==> src/assert_macros.svh <==
// ----------------------------------------------------------------------------
// assert_macros.svh
// Concurrent assertion shorthands, clocked on clk and disabled in reset.
// ----------------------------------------------------------------------------
`ifndef ASSERT_MACROS_SVH
`define ASSERT_MACROS_SVH

// same-cycle implication
`define BCCI_ASSERT_IMP(lbl, ante, cons, msg) \
	lbl: assert property (@(posedge clk) disable iff (!arst_n) (ante) |-> (cons)) \
		else $error(msg);

// next-cycle implication
`define BCCI_ASSERT_NXT(lbl, ante, cons, msg) \
	lbl: assert property (@(posedge clk) disable iff (!arst_n) (ante) |=> (cons)) \
		else $error(msg);

`endif

==> src/bcci_pkg.sv <==
// ----------------------------------------------------------------------------
// bcci_pkg
// Shared constants, codes and control/status types of the interpreter.
// ----------------------------------------------------------------------------
package bcci_pkg;

	// sizes
	localparam int MAX_INSTR   = 15;
	localparam int PROG_DEPTH  = 16;
	localparam int PROG_AW     = 4;
	localparam int PROG_W      = 24;
	localparam int TOKEN_DEPTH = 64;
	localparam int TOK_AW      = 6;
	localparam int CELL_DEPTH  = 16;
	localparam int CELL_AW     = 4;
	localparam int STACK_DEPTH = 16;
	localparam int DEPTH_W     = 5;
	localparam int BYTE_W      = 8;
	localparam int DIV_STEPS   = 8;
	localparam int DIV_CNT_W   = 3;
	localparam int CFG_W       = 7;
	localparam int IN_TDATA_W  = 40;
	localparam int OUT_TDATA_W = 16;

	// configuration register indexes
	localparam logic [1:0] CFG_TOKEN_SIZE = 2'd0;
	localparam logic [1:0] CFG_CELL_SIZE  = 2'd1;
	localparam logic [1:0] CFG_PROG_LEN   = 2'd2;

	// reset values of configuration
	localparam logic [6:0] TSZ_RESET  = 7'd64;
	localparam logic [4:0] CSZ_RESET  = 5'd8;
	localparam logic [3:0] PLEN_RESET = 4'd0;

	// input word kinds
	localparam logic [1:0] KIND_PROG  = 2'd0;
	localparam logic [1:0] KIND_TOKEN = 2'd1;
	localparam logic [1:0] KIND_CELL  = 2'd2;

	// operand modes
	localparam logic [1:0] MODE_TOK   = 2'd0;
	localparam logic [1:0] MODE_IND   = 2'd1;
	localparam logic [1:0] MODE_CELL  = 2'd2;
	localparam logic [1:0] MODE_CONST = 2'd3;

	// opcodes
	localparam logic [3:0] OP_MOV   = 4'd0;
	localparam logic [3:0] OP_ADD   = 4'd1;
	localparam logic [3:0] OP_SUB   = 4'd2;
	localparam logic [3:0] OP_MUL   = 4'd3;
	localparam logic [3:0] OP_DIV   = 4'd4;
	localparam logic [3:0] OP_XOR   = 4'd5;
	localparam logic [3:0] OP_OR    = 4'd6;
	localparam logic [3:0] OP_AND   = 4'd7;
	localparam logic [3:0] OP_GT    = 4'd8;
	localparam logic [3:0] OP_GE    = 4'd9;
	localparam logic [3:0] OP_EQ    = 4'd10;
	localparam logic [3:0] OP_NE    = 4'd11;
	localparam logic [3:0] OP_LE    = 4'd12;
	localparam logic [3:0] OP_LT    = 4'd13;
	localparam logic [3:0] OP_ELSE  = 4'd14;
	localparam logic [3:0] OP_ENDIF = 4'd15;

	// divider operand selection
	typedef enum logic [2:0] {
		DV_DST_A,
		DV_DST_IND,
		DV_SRC_B,
		DV_SRC_IND,
		DV_CUR,
		DV_CELL_IDX
	} div_sel_t;

	// memory read address selection
	typedef enum logic [2:0] {
		RD_TOK_REM,
		RD_CELL_REM,
		RD_SRC_REM,
		RD_DST,
		RD_EMIT
	} rd_sel_t;

	// controller states
	typedef enum logic [4:0] {
		S_IDLE,
		S_RUN_INIT,
		S_FETCH,
		S_DECODE,
		S_DST_GO,
		S_DST_WAIT,
		S_DST_IDATA,
		S_DST_IWAIT,
		S_SRC_GO,
		S_SRC_WAIT,
		S_SRC_DATA,
		S_SRC_IWAIT,
		S_SRC_IDATA,
		S_CUR_RD,
		S_CUR_DATA,
		S_DIV_WAIT,
		S_WRITE,
		S_EMIT_RD,
		S_EMIT_LD,
		S_CR_GO,
		S_CR_WAIT,
		S_CR_LD
	} state_t;

	// controller to datapath
	typedef struct packed {
		logic     in_cap;
		logic     run_init;
		logic     decode;
		logic     div_start;
		div_sel_t div_sel;
		rd_sel_t  rd_sel;
		logic     dst_ld;
		logic     src_ld_b;
		logic     src_ld_data;
		logic     cur_ld;
		logic     exec;
		logic     out_ld_tok;
		logic     out_ld_cell;
		logic     emit_inc;
	} dp_cmd_t;

	// datapath to controller
	typedef struct packed {
		logic [1:0] in_kind;
		logic       in_last;
		logic       m1_ind;
		logic       m2_const;
		logic       m2_ind;
		logic       is_div;
		logic       src_nz;
		logic       enabled;
		logic       div_busy;
		logic       div_done;
		logic       out_free;
		logic       emit_last;
		logic       pc_last;
		logic       plen_zero;
	} dp_sts_t;

endpackage

==> src/bcci_ram.sv <==
// ----------------------------------------------------------------------------
// bcci_ram
// Simple dual-port RAM: one write port, one read port with registered data.
// ----------------------------------------------------------------------------
module bcci_ram #(
	parameter int WIDTH = 8,
	parameter int DEPTH = 16
) (
	input  logic                     clk,
	input  logic                     we,
	input  logic [$clog2(DEPTH)-1:0] waddr,
	input  logic [WIDTH-1:0]         wdata,
	input  logic [$clog2(DEPTH)-1:0] raddr,
	output logic [WIDTH-1:0]         rdata
);

	logic [WIDTH-1:0] mem_q [DEPTH];

	// write port
	always_ff @(posedge clk) begin
		if (we) begin
			mem_q[waddr] <= wdata;
		end
	end

	// registered read
	always_ff @(posedge clk) begin
		rdata <= mem_q[raddr];
	end

endmodule

==> src/bcci_divider.sv <==
// ----------------------------------------------------------------------------
// bcci_divider
// Restoring 8-bit unsigned divider, one quotient bit per cycle.
// ----------------------------------------------------------------------------
module bcci_divider import bcci_pkg::*; (
	input  logic              clk,
	input  logic              arst_n,
	input  logic              start,
	input  logic [BYTE_W-1:0] dividend,
	input  logic [BYTE_W-1:0] divisor,
	output logic [BYTE_W-1:0] quotient,
	output logic [BYTE_W-1:0] remainder,
	output logic              busy,
	output logic              done
);

	logic [BYTE_W-1:0]    rem_q;
	logic [BYTE_W-1:0]    quo_q;
	logic [BYTE_W-1:0]    dvs_q;
	logic [DIV_CNT_W-1:0] cnt_q;
	logic                 busy_q;
	logic                 done_q;
	logic [BYTE_W:0]      shifted;
	logic                 fits;

	// trial subtract
	assign shifted = {rem_q, quo_q[BYTE_W-1]};
	assign fits    = shifted >= {1'b0, dvs_q};

	// control
	always_ff @(posedge clk or negedge arst_n) begin
		if (!arst_n) begin
			busy_q <= 1'b0;
			done_q <= 1'b0;
			cnt_q  <= '0;
		end else begin
			done_q <= 1'b0;
			if (start) begin
				busy_q <= 1'b1;
				cnt_q  <= '0;
			end else if (busy_q) begin
				cnt_q <= cnt_q + 1'b1;
				if (cnt_q == DIV_CNT_W'(DIV_STEPS - 1)) begin
					busy_q <= 1'b0;
					done_q <= 1'b1;
				end
			end
		end
	end

	// partial remainder and quotient
	always_ff @(posedge clk) begin
		if (start) begin
			rem_q <= '0;
			quo_q <= dividend;
			dvs_q <= divisor;
		end else if (busy_q) begin
			rem_q <= fits ? BYTE_W'(shifted - {1'b0, dvs_q}) : shifted[BYTE_W-1:0];
			quo_q <= {quo_q[BYTE_W-2:0], fits};
		end
	end

	assign quotient  = quo_q;
	assign remainder = rem_q;
	assign busy      = busy_q;
	assign done      = done_q;

endmodule

==> src/bcci_datapath.sv <==
// ----------------------------------------------------------------------------
// bcci_datapath
// Stores, address reduction, ALU, condition stack and output register.
// ----------------------------------------------------------------------------
module bcci_datapath import bcci_pkg::*; (
	input  logic                   clk,
	input  logic                   arst_n,
	input  logic                   cfg_we,
	input  logic [1:0]             cfg_index,
	input  logic [CFG_W-1:0]       cfg_wdata,
	input  logic [IN_TDATA_W-1:0]  s_axis_tdata,
	input  logic [1:0]             s_axis_tuser,
	input  logic                   s_axis_tlast,
	output logic                   m_axis_tvalid,
	input  logic                   m_axis_tready,
	output logic [OUT_TDATA_W-1:0] m_axis_tdata,
	output logic                   m_axis_tuser,
	output logic                   m_axis_tlast,
	input  dp_cmd_t                cmd,
	output dp_sts_t                sts
);

	// input fields
	logic [5:0]        in_idx;
	logic [BYTE_W-1:0] in_val, in_op, in_a, in_b;
	assign in_idx = s_axis_tdata[5:0];
	assign in_val = s_axis_tdata[13:6];
	assign in_op  = s_axis_tdata[21:14];
	assign in_a   = s_axis_tdata[29:22];
	assign in_b   = s_axis_tdata[37:30];

	// configuration
	logic [6:0] tsz_q;
	logic [4:0] csz_q;
	logic [3:0] plen_q;
	logic [6:0] tsz_eff;
	logic [4:0] csz_eff;

	always_ff @(posedge clk or negedge arst_n) begin
		if (!arst_n) begin
			tsz_q  <= TSZ_RESET;
			csz_q  <= CSZ_RESET;
			plen_q <= PLEN_RESET;
		end else if (cfg_we) begin
			case (cfg_index)
				CFG_TOKEN_SIZE: tsz_q  <= cfg_wdata[6:0];
				CFG_CELL_SIZE:  csz_q  <= cfg_wdata[4:0];
				CFG_PROG_LEN:   plen_q <= cfg_wdata[3:0];
				default: ;
			endcase
		end
	end

	// clamp sizes to the store depths
	always_comb begin
		priority if (tsz_q == '0) tsz_eff = 7'd1;
		else if (tsz_q > 7'(TOKEN_DEPTH)) tsz_eff = 7'(TOKEN_DEPTH);
		else tsz_eff = tsz_q;
		priority if (csz_q == '0) csz_eff = 5'd1;
		else if (csz_q > 5'(CELL_DEPTH)) csz_eff = 5'(CELL_DEPTH);
		else csz_eff = csz_q;
	end

	// captured input index and decoded instruction
	logic [5:0]        idx_q;
	logic [3:0]        op_q;
	logic [1:0]        m1_q, m2_q;
	logic [BYTE_W-1:0] a_q, b_q;
	logic [PROG_W-1:0] prog_rdata;

	always_ff @(posedge clk) begin
		if (cmd.in_cap) begin
			idx_q <= in_idx;
		end
		if (cmd.decode) begin
			op_q <= prog_rdata[23:20];
			m1_q <= prog_rdata[19:18];
			m2_q <= prog_rdata[17:16];
			a_q  <= prog_rdata[15:8];
			b_q  <= prog_rdata[7:0];
		end
	end

	logic m1_ind, m1_cell, m2_ind, m2_cell, m2_const;
	assign m1_ind   = m1_q == MODE_IND;
	assign m1_cell  = m1_q == MODE_CELL;
	assign m2_ind   = m2_q == MODE_IND;
	assign m2_cell  = m2_q == MODE_CELL;
	assign m2_const = m2_q == MODE_CONST;

	// control counters and stack
	logic [PROG_AW-1:0]     pc_q;
	logic [TOK_AW-1:0]      emit_q;
	logic [STACK_DEPTH-1:0] stack_q;
	logic [DEPTH_W-1:0]     depth_q;
	logic [TOK_AW-1:0]      dst_q;
	logic                   dst_cell_q;
	logic [BYTE_W-1:0]      src_q, cur_q;

	// divider
	logic              div_busy, div_done;
	logic [BYTE_W-1:0] div_quo, div_rem, dvd, dvs;

	// memory read mux
	logic [TOK_AW-1:0] rd_addr;
	logic              rd_cell;
	logic              rd_cell_q, rd_tok_ok_q, rd_cell_ok_q;
	logic [BYTE_W-1:0] tok_rdata, cell_rdata, rd_data;
	logic [TOKEN_DEPTH-1:0] tok_vld_q;
	logic [CELL_DEPTH-1:0]  cell_vld_q;

	always_comb begin
		unique case (cmd.rd_sel)
			RD_TOK_REM: begin
				rd_addr = div_rem[TOK_AW-1:0];
				rd_cell = 1'b0;
			end
			RD_CELL_REM: begin
				rd_addr = {2'b00, div_rem[CELL_AW-1:0]};
				rd_cell = 1'b1;
			end
			RD_SRC_REM: begin
				rd_addr = m2_cell ? {2'b00, div_rem[CELL_AW-1:0]} : div_rem[TOK_AW-1:0];
				rd_cell = m2_cell;
			end
			RD_DST: begin
				rd_addr = dst_q;
				rd_cell = dst_cell_q;
			end
			RD_EMIT: begin
				rd_addr = emit_q;
				rd_cell = 1'b0;
			end
			default: begin
				rd_addr = emit_q;
				rd_cell = 1'b0;
			end
		endcase
	end

	// unwritten entries read as zero
	always_ff @(posedge clk) begin
		rd_cell_q    <= rd_cell;
		rd_tok_ok_q  <= tok_vld_q[rd_addr];
		rd_cell_ok_q <= cell_vld_q[rd_addr[CELL_AW-1:0]];
	end

	always_comb begin
		if (rd_cell_q) rd_data = rd_cell_ok_q ? cell_rdata : '0;
		else rd_data = rd_tok_ok_q ? tok_rdata : '0;
	end

	// divider operands
	logic [BYTE_W-1:0] tsz8, csz8, abs_cur;
	assign tsz8    = {1'b0, tsz_eff};
	assign csz8    = {3'b000, csz_eff};
	assign abs_cur = rd_data[BYTE_W-1] ? BYTE_W'(~rd_data + 8'd1) : rd_data;

	always_comb begin
		unique case (cmd.div_sel)
			DV_DST_A: begin
				dvd = a_q;
				dvs = m1_cell ? csz8 : tsz8;
			end
			DV_DST_IND: begin
				dvd = rd_data;
				dvs = tsz8;
			end
			DV_SRC_B: begin
				dvd = b_q;
				dvs = m2_cell ? csz8 : tsz8;
			end
			DV_SRC_IND: begin
				dvd = rd_data;
				dvs = tsz8;
			end
			DV_CUR: begin
				dvd = abs_cur;
				dvs = src_q;
			end
			DV_CELL_IDX: begin
				dvd = {2'b00, idx_q};
				dvs = csz8;
			end
			default: begin
				dvd = a_q;
				dvs = tsz8;
			end
		endcase
	end

	bcci_divider u_div (
		.clk       (clk),
		.arst_n    (arst_n),
		.start     (cmd.div_start),
		.dividend  (dvd),
		.divisor   (dvs),
		.quotient  (div_quo),
		.remainder (div_rem),
		.busy      (div_busy),
		.done      (div_done)
	);

	// operand registers
	always_ff @(posedge clk) begin
		if (cmd.dst_ld) begin
			dst_q      <= m1_cell ? {2'b00, div_rem[CELL_AW-1:0]} : div_rem[TOK_AW-1:0];
			dst_cell_q <= m1_cell;
		end
		if (cmd.src_ld_b) src_q <= b_q;
		else if (cmd.src_ld_data) src_q <= rd_data;
		if (cmd.cur_ld) cur_q <= rd_data;
	end

	// all stacked conditions true
	logic enabled;
	always_comb begin
		enabled = 1'b1;
		for (int k = 0; k < STACK_DEPTH; k++) begin
			if (DEPTH_W'(k) < depth_q && !stack_q[k]) enabled = 1'b0;
		end
	end

	// ALU
	logic [BYTE_W-1:0]   alu_r, quot_s, cur_eff;
	logic [2*BYTE_W-1:0] prod;
	logic                wr_en, cond;
	assign prod   = cur_q * src_q;
	assign quot_s = cur_q[BYTE_W-1] ? BYTE_W'(~div_quo + 8'd1) : div_quo;

	always_comb begin
		unique case (op_q)
			OP_MOV:  alu_r = src_q;
			OP_ADD:  alu_r = BYTE_W'(cur_q + src_q);
			OP_SUB:  alu_r = BYTE_W'(cur_q - src_q);
			OP_MUL:  alu_r = prod[BYTE_W-1:0];
			OP_DIV:  alu_r = (src_q == '0) ? '0 : quot_s;
			OP_XOR:  alu_r = cur_q ^ src_q;
			OP_OR:   alu_r = cur_q | src_q;
			OP_AND:  alu_r = cur_q & src_q;
			default: alu_r = cur_q;
		endcase
	end

	assign wr_en   = enabled && (op_q <= OP_AND);
	assign cur_eff = wr_en ? alu_r : cur_q;

	// unsigned compares
	always_comb begin
		unique case (op_q)
			OP_GT:   cond = cur_eff > src_q;
			OP_GE:   cond = cur_eff >= src_q;
			OP_EQ:   cond = cur_eff == src_q;
			OP_NE:   cond = cur_eff != src_q;
			OP_LE:   cond = cur_eff <= src_q;
			default: cond = cur_eff < src_q;
		endcase
	end

	// stack, program counter and emit counter
	always_ff @(posedge clk or negedge arst_n) begin
		if (!arst_n) begin
			stack_q <= '0;
			depth_q <= '0;
			pc_q    <= '0;
			emit_q  <= '0;
		end else begin
			if (cmd.run_init) begin
				stack_q <= '0;
				depth_q <= '0;
				pc_q    <= '0;
				emit_q  <= '0;
			end
			if (cmd.emit_inc) emit_q <= emit_q + 1'b1;
			if (cmd.exec) begin
				pc_q <= pc_q + 1'b1;
				priority if (op_q >= OP_GT && op_q <= OP_LT) begin
					if (depth_q < DEPTH_W'(STACK_DEPTH)) begin
						stack_q[depth_q[CELL_AW-1:0]] <= cond;
						depth_q <= depth_q + 1'b1;
					end
				end else if (op_q == OP_ELSE) begin
					if (depth_q != '0) begin
						stack_q[CELL_AW'(depth_q - 1'b1)] <= ~stack_q[CELL_AW'(depth_q - 1'b1)];
					end
				end else if (op_q == OP_ENDIF) begin
					if (depth_q != '0) depth_q <= depth_q - 1'b1;
				end else begin
					// arithmetic ops leave the stack alone
				end
			end
		end
	end

	// store writes
	logic prog_we, tok_we, cell_we;
	logic [TOK_AW-1:0] tok_waddr;
	logic [BYTE_W-1:0] tok_wdata;
	assign prog_we   = cmd.in_cap && s_axis_tuser == KIND_PROG && in_idx < 6'(MAX_INSTR);
	assign tok_we    = (cmd.in_cap && s_axis_tuser == KIND_TOKEN)
	                   || (cmd.exec && wr_en && !dst_cell_q);
	assign cell_we   = cmd.exec && wr_en && dst_cell_q;
	assign tok_waddr = cmd.in_cap ? in_idx : dst_q;
	assign tok_wdata = cmd.in_cap ? in_val : alu_r;

	always_ff @(posedge clk or negedge arst_n) begin
		if (!arst_n) begin
			tok_vld_q  <= '0;
			cell_vld_q <= '0;
		end else begin
			if (tok_we) tok_vld_q[tok_waddr] <= 1'b1;
			if (cell_we) cell_vld_q[dst_q[CELL_AW-1:0]] <= 1'b1;
		end
	end

	bcci_ram #(.WIDTH(PROG_W), .DEPTH(PROG_DEPTH)) u_prog_ram (
		.clk   (clk),
		.we    (prog_we),
		.waddr (in_idx[PROG_AW-1:0]),
		.wdata ({in_op, in_a, in_b}),
		.raddr (pc_q),
		.rdata (prog_rdata)
	);

	bcci_ram #(.WIDTH(BYTE_W), .DEPTH(TOKEN_DEPTH)) u_tok_ram (
		.clk   (clk),
		.we    (tok_we),
		.waddr (tok_waddr),
		.wdata (tok_wdata),
		.raddr (rd_addr),
		.rdata (tok_rdata)
	);

	bcci_ram #(.WIDTH(BYTE_W), .DEPTH(CELL_DEPTH)) u_cell_ram (
		.clk   (clk),
		.we    (cell_we),
		.waddr (dst_q[CELL_AW-1:0]),
		.wdata (alu_r),
		.raddr (rd_addr[CELL_AW-1:0]),
		.rdata (cell_rdata)
	);

	// output register
	logic              out_valid_q, out_cell_q, out_last_q;
	logic [BYTE_W-1:0] out_data_q;
	logic [5:0]        out_pos_q;
	logic              out_free, emit_last;
	assign out_free  = !out_valid_q || m_axis_tready;
	assign emit_last = ({1'b0, emit_q} + 7'd1) == tsz_eff;

	always_ff @(posedge clk or negedge arst_n) begin
		if (!arst_n) begin
			out_valid_q <= 1'b0;
		end else if (cmd.out_ld_tok || cmd.out_ld_cell) begin
			out_valid_q <= 1'b1;
		end else if (m_axis_tready) begin
			out_valid_q <= 1'b0;
		end
	end

	always_ff @(posedge clk) begin
		if (cmd.out_ld_tok) begin
			out_data_q <= rd_data;
			out_pos_q  <= emit_q;
			out_cell_q <= 1'b0;
			out_last_q <= emit_last;
		end else if (cmd.out_ld_cell) begin
			out_data_q <= rd_data;
			out_pos_q  <= {2'b00, div_rem[CELL_AW-1:0]};
			out_cell_q <= 1'b1;
			out_last_q <= 1'b1;
		end
	end

	assign m_axis_tvalid = out_valid_q;
	assign m_axis_tdata  = {2'b00, out_pos_q, out_data_q};
	assign m_axis_tuser  = out_cell_q;
	assign m_axis_tlast  = out_last_q;

	// status
	always_comb begin
		sts.in_kind   = s_axis_tuser;
		sts.in_last   = s_axis_tlast;
		sts.m1_ind    = m1_ind;
		sts.m2_const  = m2_const;
		sts.m2_ind    = m2_ind;
		sts.is_div    = op_q == OP_DIV;
		sts.src_nz    = src_q != '0;
		sts.enabled   = enabled;
		sts.div_busy  = div_busy;
		sts.div_done  = div_done;
		sts.out_free  = out_free;
		sts.emit_last = emit_last;
		sts.pc_last   = ({1'b0, pc_q} + 5'd1) == {1'b0, plen_q};
		sts.plen_zero = plen_q == '0;
	end

endmodule

==> src/bcci_control.sv <==
// ----------------------------------------------------------------------------
// bcci_control
// Sequencer: loads, instruction walk, byte emission and cell reads.
// ----------------------------------------------------------------------------
module bcci_control import bcci_pkg::*; (
	input  logic    clk,
	input  logic    arst_n,
	input  logic    s_axis_tvalid,
	output logic    s_axis_tready,
	input  dp_sts_t sts,
	output dp_cmd_t cmd
);

	state_t state_q, state_d;

	always_ff @(posedge clk or negedge arst_n) begin
		if (!arst_n) begin
			state_q <= S_IDLE;
		end else begin
			state_q <= state_d;
		end
	end

	// next state
	always_comb begin
		state_d = state_q;
		unique case (state_q)
			S_IDLE: begin
				if (s_axis_tvalid) begin
					if (sts.in_kind == KIND_TOKEN && sts.in_last) state_d = S_RUN_INIT;
					else if (sts.in_kind == KIND_CELL) state_d = S_CR_GO;
				end
			end
			S_RUN_INIT:  state_d = sts.plen_zero ? S_EMIT_RD : S_FETCH;
			S_FETCH:     state_d = S_DECODE;
			S_DECODE:    state_d = S_DST_GO;
			S_DST_GO:    state_d = S_DST_WAIT;
			S_DST_WAIT: begin
				if (sts.div_done) state_d = sts.m1_ind ? S_DST_IDATA : S_SRC_GO;
			end
			S_DST_IDATA: state_d = S_DST_IWAIT;
			S_DST_IWAIT: begin
				if (sts.div_done) state_d = S_SRC_GO;
			end
			S_SRC_GO:    state_d = sts.m2_const ? S_CUR_RD : S_SRC_WAIT;
			S_SRC_WAIT: begin
				if (sts.div_done) state_d = S_SRC_DATA;
			end
			S_SRC_DATA:  state_d = sts.m2_ind ? S_SRC_IWAIT : S_CUR_RD;
			S_SRC_IWAIT: begin
				if (sts.div_done) state_d = S_SRC_IDATA;
			end
			S_SRC_IDATA: state_d = S_CUR_RD;
			S_CUR_RD:    state_d = S_CUR_DATA;
			S_CUR_DATA: begin
				if (sts.is_div && sts.src_nz && sts.enabled) state_d = S_DIV_WAIT;
				else state_d = S_WRITE;
			end
			S_DIV_WAIT: begin
				if (sts.div_done) state_d = S_WRITE;
			end
			S_WRITE:     state_d = sts.pc_last ? S_EMIT_RD : S_FETCH;
			S_EMIT_RD:   state_d = S_EMIT_LD;
			S_EMIT_LD: begin
				if (sts.out_free) state_d = sts.emit_last ? S_IDLE : S_EMIT_RD;
			end
			S_CR_GO:     state_d = S_CR_WAIT;
			S_CR_WAIT: begin
				if (sts.div_done) state_d = S_CR_LD;
			end
			S_CR_LD: begin
				if (sts.out_free) state_d = S_IDLE;
			end
			default:     state_d = S_IDLE;
		endcase
	end

	// commands
	always_comb begin
		cmd           = '0;
		cmd.div_sel   = DV_DST_A;
		cmd.rd_sel    = RD_EMIT;
		s_axis_tready = 1'b0;
		unique case (state_q)
			S_IDLE: begin
				s_axis_tready = 1'b1;
				cmd.in_cap    = s_axis_tvalid;
			end
			S_RUN_INIT:  cmd.run_init = 1'b1;
			S_FETCH:     ;
			S_DECODE:    cmd.decode = 1'b1;
			S_DST_GO: begin
				cmd.div_start = 1'b1;
				cmd.div_sel   = DV_DST_A;
			end
			S_DST_WAIT: begin
				cmd.rd_sel = RD_TOK_REM;
				cmd.dst_ld = sts.div_done && !sts.m1_ind;
			end
			S_DST_IDATA: begin
				cmd.div_start = 1'b1;
				cmd.div_sel   = DV_DST_IND;
			end
			S_DST_IWAIT: cmd.dst_ld = sts.div_done;
			S_SRC_GO: begin
				cmd.src_ld_b  = sts.m2_const;
				cmd.div_start = !sts.m2_const;
				cmd.div_sel   = DV_SRC_B;
			end
			S_SRC_WAIT:  cmd.rd_sel = RD_SRC_REM;
			S_SRC_DATA: begin
				cmd.src_ld_data = !sts.m2_ind;
				cmd.div_start   = sts.m2_ind;
				cmd.div_sel     = DV_SRC_IND;
			end
			S_SRC_IWAIT: cmd.rd_sel = RD_TOK_REM;
			S_SRC_IDATA: cmd.src_ld_data = 1'b1;
			S_CUR_RD:    cmd.rd_sel = RD_DST;
			S_CUR_DATA: begin
				cmd.cur_ld    = 1'b1;
				cmd.div_start = sts.is_div && sts.src_nz && sts.enabled;
				cmd.div_sel   = DV_CUR;
			end
			S_DIV_WAIT:  ;
			S_WRITE:     cmd.exec = 1'b1;
			S_EMIT_RD:   cmd.rd_sel = RD_EMIT;
			S_EMIT_LD: begin
				cmd.rd_sel     = RD_EMIT;
				cmd.out_ld_tok = sts.out_free;
				cmd.emit_inc   = sts.out_free && !sts.emit_last;
			end
			S_CR_GO: begin
				cmd.div_start = 1'b1;
				cmd.div_sel   = DV_CELL_IDX;
			end
			S_CR_WAIT:   cmd.rd_sel = RD_CELL_REM;
			S_CR_LD: begin
				cmd.rd_sel      = RD_CELL_REM;
				cmd.out_ld_cell = sts.out_free;
			end
			default:     ;
		endcase
	end

endmodule

==> src/byte_code_cell_interpreter.sv <==
// ----------------------------------------------------------------------------
// byte_code_cell_interpreter
// Byte-code interpreter over a token store and a persistent cell store.
// ----------------------------------------------------------------------------
// Usage:
//   s_axis: one word per item. tuser is the kind (load instruction, token
//   byte, read cell byte); tlast on a token byte starts a program run.
//   m_axis: result bytes. tuser flags a cell byte, tlast marks the final
//   byte of a result run.
//   cfg_we/cfg_index/cfg_wdata write token_size, cell_size, program_length
//   while the block is idle.
// Flow: s_axis_tready is high only while the sequencer is idle; a load
//   leaves it idle, while a cell read or a run holds it until done. A cell
//   read reduces the index through the divider, then reads the cell store.
//   A run has a start step, then walks each instruction through the shared
//   8-step divider that reduces every operand address (and performs div),
//   then emits token bytes through the single token store read port.
// Reset: token and cell stores read as zero, configuration returns to
//   64 / 8 / 0; program slots hold nothing until loaded.
// Stall: a held output word stalls the sequencer; no word is dropped.
// ----------------------------------------------------------------------------
`include "assert_macros.svh"

module byte_code_cell_interpreter import bcci_pkg::*; (
	input  logic                   clk,
	input  logic                   arst_n,
	input  logic                   cfg_we,
	input  logic [1:0]             cfg_index,
	input  logic [CFG_W-1:0]       cfg_wdata,
	input  logic                   s_axis_tvalid,
	output logic                   s_axis_tready,
	// index[5:0], value[13:6], op_byte[21:14], operand_a[29:22], operand_b[37:30]
	input  logic [IN_TDATA_W-1:0]  s_axis_tdata,
	// kind[1:0]
	input  logic [1:0]             s_axis_tuser,
	input  logic                   s_axis_tlast,
	output logic                   m_axis_tvalid,
	input  logic                   m_axis_tready,
	// data[7:0], position[13:8]
	output logic [OUT_TDATA_W-1:0] m_axis_tdata,
	// from_cell[0]
	output logic                   m_axis_tuser,
	output logic                   m_axis_tlast
);

	dp_cmd_t cmd;
	dp_sts_t sts;

	bcci_control u_ctl (
		.clk           (clk),
		.arst_n        (arst_n),
		.s_axis_tvalid (s_axis_tvalid),
		.s_axis_tready (s_axis_tready),
		.sts           (sts),
		.cmd           (cmd)
	);

	bcci_datapath u_dp (
		.clk           (clk),
		.arst_n        (arst_n),
		.cfg_we        (cfg_we),
		.cfg_index     (cfg_index),
		.cfg_wdata     (cfg_wdata),
		.s_axis_tdata  (s_axis_tdata),
		.s_axis_tuser  (s_axis_tuser),
		.s_axis_tlast  (s_axis_tlast),
		.m_axis_tvalid (m_axis_tvalid),
		.m_axis_tready (m_axis_tready),
		.m_axis_tdata  (m_axis_tdata),
		.m_axis_tuser  (m_axis_tuser),
		.m_axis_tlast  (m_axis_tlast),
		.cmd           (cmd),
		.sts           (sts)
	);

	// checks
	`BCCI_ASSERT_IMP(a_out_no_overwrite, cmd.out_ld_tok || cmd.out_ld_cell, sts.out_free, "output word overwritten")
	`BCCI_ASSERT_IMP(a_div_start_idle, cmd.div_start, !sts.div_busy, "divider restarted while busy")
	`BCCI_ASSERT_NXT(a_cell_read_holds, s_axis_tvalid && s_axis_tready && s_axis_tuser == KIND_CELL, !s_axis_tready, "input taken during cell read")

endmodule
==> config.mk <==
export PLATFORM = sky130hd
export DESIGN_NAME = byte_code_cell_interpreter
export DESIGN_NICKNAME = d
export VERILOG_FILES = /design/src/bcci_pkg.sv /design/src/bcci_ram.sv /design/src/bcci_divider.sv /design/src/bcci_datapath.sv /design/src/bcci_control.sv /design/src/byte_code_cell_interpreter.sv
export VERILOG_INCLUDE_DIRS = /design/src /design/src/src
export SDC_FILE = /design/constraint.sdc
export NUM_CORES = 2
export LEC_CHECK = 0
export BUFFER_PORTS_ARGS = -buffer_cell sky130_fd_sc_hd__buf_2
export CORE_MARGIN = 4
export CORE_UTILIZATION = 32
export DETAILED_ROUTE_END_ITERATION = 10
export GPL_ROUTABILITY_DRIVEN = 1
export PLACE_DENSITY_LB_ADDON = 0.15
export SLEW_MARGIN = 20
export SYNTH_ARGS = -nofsm -noshare
export SYNTH_HDL_FRONTEND = slang
export SYNTH_SLANG_ARGS = --single-unit
==> constraint.sdc <==
create_clock -name clk -period 6.9 [get_ports clk]
set_input_delay 0.345 -clock clk [delete_from_list [all_inputs] [get_ports clk]]
set_output_delay 0.345 -clock clk [all_outputs]
set_load 0.01 [all_outputs]
==> qor.txt <==
initial antenna violation count: 9
crit path max fanout: 16
clock slew at reported path FFs: 60 ps
post-route ant nets: 0
Hold/Removal Path Class: input pin to flip-flop
detailed-route via count: 41,300
CTS H-tree depth: 4
upper clock frequency limit: 160 MHz
number of I/O port buffers: 72
dominant synthesized flop cell: edfxtp_1
WL final: 187 mm
All-Layer GR Usage: 18.4%
top-count cell post-synth: edfxtp_1
post-CTS setup buffers: 0
setup violators final: 0
placed cell areas: 66,000 µm²
starting density of the core: 32.2%
Worst Path Arrival: 6920 ps
worst-margin pin slew: 1120 ps
total number of yosys warnings: 0
Yosys cell types: 90
startpoint types: flip-flop
sequential-to-total area share from yosys stat: 61.0%
Crit. End Element: flip-flop
Cell Pwr Density: 408 nW/µm²
Iteration-0 DRC Markers: 3,450
post-synth top area cell: edfxtp_1
WHS: 75.6 ps
die area: 200,000 µm²
setup repair after global routing missed its margin: no
Crit Path Class: flip-flop to flip-flop
Pre-Repair DR Iteration Count: 5
synthesis-stage register bit count: 1,298
Yosys top cell area share: 53.8%
clk buf depth: 3
ys async rst share: 10.6%
Final Cycle Share: 90.3%
Slew Limit Fails: 0
layout cell share with drive strength beyond 1: 14.5%
Avg Cell Area, Syn: 13.0 µm²
CTS tree: built
gpl congestion: 0.849
area of the core: 192,000 µm²
Die W: 448 µm
GR Overflow Total: 0
wire per inst: 25.0 µm
latest clock arrival within the worst-skew pair: 810 ps
CTS Sinks: 1,298
# resized after CTS: 0
pin count of the biggest net entering global routing: 221
Synth-to-Final Area Change: 15.4%
met2 Usage GRT: 29.2%
Final TNS setup: 0 ps
final clock skew: 49.0 ps
first-pass GRT wire length: 276 mm
fin util: 37.1%
Layout Nets: 4,958
Cells after Synth: 4,743
Die Y: 448 µm
outcome: completed
Leak: 24.2 nW
Ports: 77
row cnt: 161
vias in the first global route: 40,600
Period minus WS final: 6230 ps
Post-Syn Area: 61,900 µm²
total power: 29.2 mW
Max Cap Viol: 0
Max transition margin: 25.3%
hpwl dp: 112 mm
top cells by count, synth: edfxtp_1 (1,108), mux2i_1 (391), nand2_1 (317), clkbuf_1 (294), nand3_1 (183)
Num CTS Buffers: 150
Final Instance Area: 71,400 µm²
Synth area leaders: edfxtp_1 (54%), mux2i_1 (6.3%), dfrtp_1 (5.5%)
met3 usage: 2.71%
GR Layer Usage met1: 26.3%
Critical Path RT: 7590 ps
Via density: 5.53
number of synthesized flops with an enable pin: 1,108
clk root buf: clkbuf_16
DRC: 0
cts hold-fix bufs: 42
count of final hold-check violations: 0
grt peak-use layer: met2
Peak VDD IR: 0.319 mV
[final cells by class]
cell class / instances / area (µm²)
well taps: 2526 / 3160
multi-input cells: 2985 / 22800
clock buffers: 201 / 4100
diodes: 6 / 15.0
inverters: 91 / 342
repair buffers: 294 / 2400
fillers: 18300 / 121000
flip-flops and latches: 1298 / 37800
clock inverters: 74 / 835
[cells by family after synthesis]
logic type / Yosys count / synth area share, %
AO/OA/AOI/OAI: 1144 / 13.8
XOR/XNOR: 45 / 0.637
adder cells (fa/ha/maj): 83 / 1.84
buffers and inverters: 485 / 3.12
flip-flops: 1298 / 61.0
multiplexers: 524 / 9.69
other: 1 / 0.00606
AND/OR/NAND/NOR: 1163 / 9.81
[sequential cells by signal (all words and copies together) (netlist names), 6 cells and up]
register and flops:
u_dp.u_tok_ram.mem_q 512, u_dp.u_prog_ram.mem_q 384, u_dp.u_cell_ram.mem_q 128, u_dp.tok_vld_q 64
u_dp.u_prog_ram.rdata 24, u_dp.cell_vld_q 16, u_dp.stack_q 16, u_dp.a_q 8
u_dp.b_q 8, u_dp.cur_q 8, u_dp.out_data_q 8, u_dp.src_q 8
u_dp.u_cell_ram.rdata 8, u_dp.u_div.dvs_q 8, u_dp.u_div.quotient 8, u_dp.u_div.remainder 8
u_dp.u_tok_ram.rdata 8, u_dp.tsz_q 7, u_dp.dst_q 6, u_dp.emit_q 6
u_dp.idx_q 6, u_dp.out_pos_q 6
[metal layers]
layer	up-vias	share of wire, %
li1	18800	-
met1	21200	46
met2	1022	47
met3	242	4.9
met4	2	2.2
met5	-	0.0059
[worst paths after layout]
path | to | cells past startpoint | slack (ps) | from
setup / recovery | u_dp.stack_q[10] | 23 | 670 | u_dp.src_q[2]
hold / removal | u_dp.plen_q[2] | 3 | 80 | cfg_index[1]
setup reg to reg | u_dp.stack_q[10] | 23 | 670 | u_dp.src_q[2]
hold reg to reg | u_dp.b_q[6] | 0 | 400 | u_dp.u_prog_ram.rdata[6]
max in group asynchronous | u_dp.tok_vld_q[21] | 3 | 5230 | arst_n
min in group asynchronous | u_dp.tsz_q[5] | 2 | 170 | arst_n
[power by group]
| part | internal, mW | switching (mW) |
|---|---|---|
| registers | 9.37 | 0.491 |
| logic | 4.12 | 7.28 |
| clock network | 4.53 | 3.37 |
[placed cells by master, fill, tap and decap left out, drive strengths merged, types with 146 or more instances in the layout]
cell type,count
buf,252
clkbuf,201
edfxtp,1108
mux2i,391
nand2,317
nand2b,174
nand3,188
o2111ai,146
o21ai,176
o221ai,147
[per-stage QoR]
step / worst slack, ps / instances
finish: 666 / 7475
global route: 219 / 7471
CTS: 656 / 7468
detailed placement: 714 / 7151
global placement: 723 / 7151
floorplan: 1460 / 4768
[worst max-delay path: stages, from the launching register on]
cell and delay [ps]:
edfxtp_1 470, clkinv_1 360, nor2_1 230, fa_1 440, ha_1 310, ha_1 280, inv_1 50, fa_1 520
inv_1 40, ha_1 320, a21oi_1 180, xor2_1 330, o21ai_0 120, a221oi_1 310, o31a_1 220, a21oi_1 90
ha_1 310, nand4_1 120, nor2_1 230, xnor2_1 90, a21boi_0 180, o31ai_1 90, a31o_2 410, o41ai_1 380
Power figures use the tool's default switching activity.
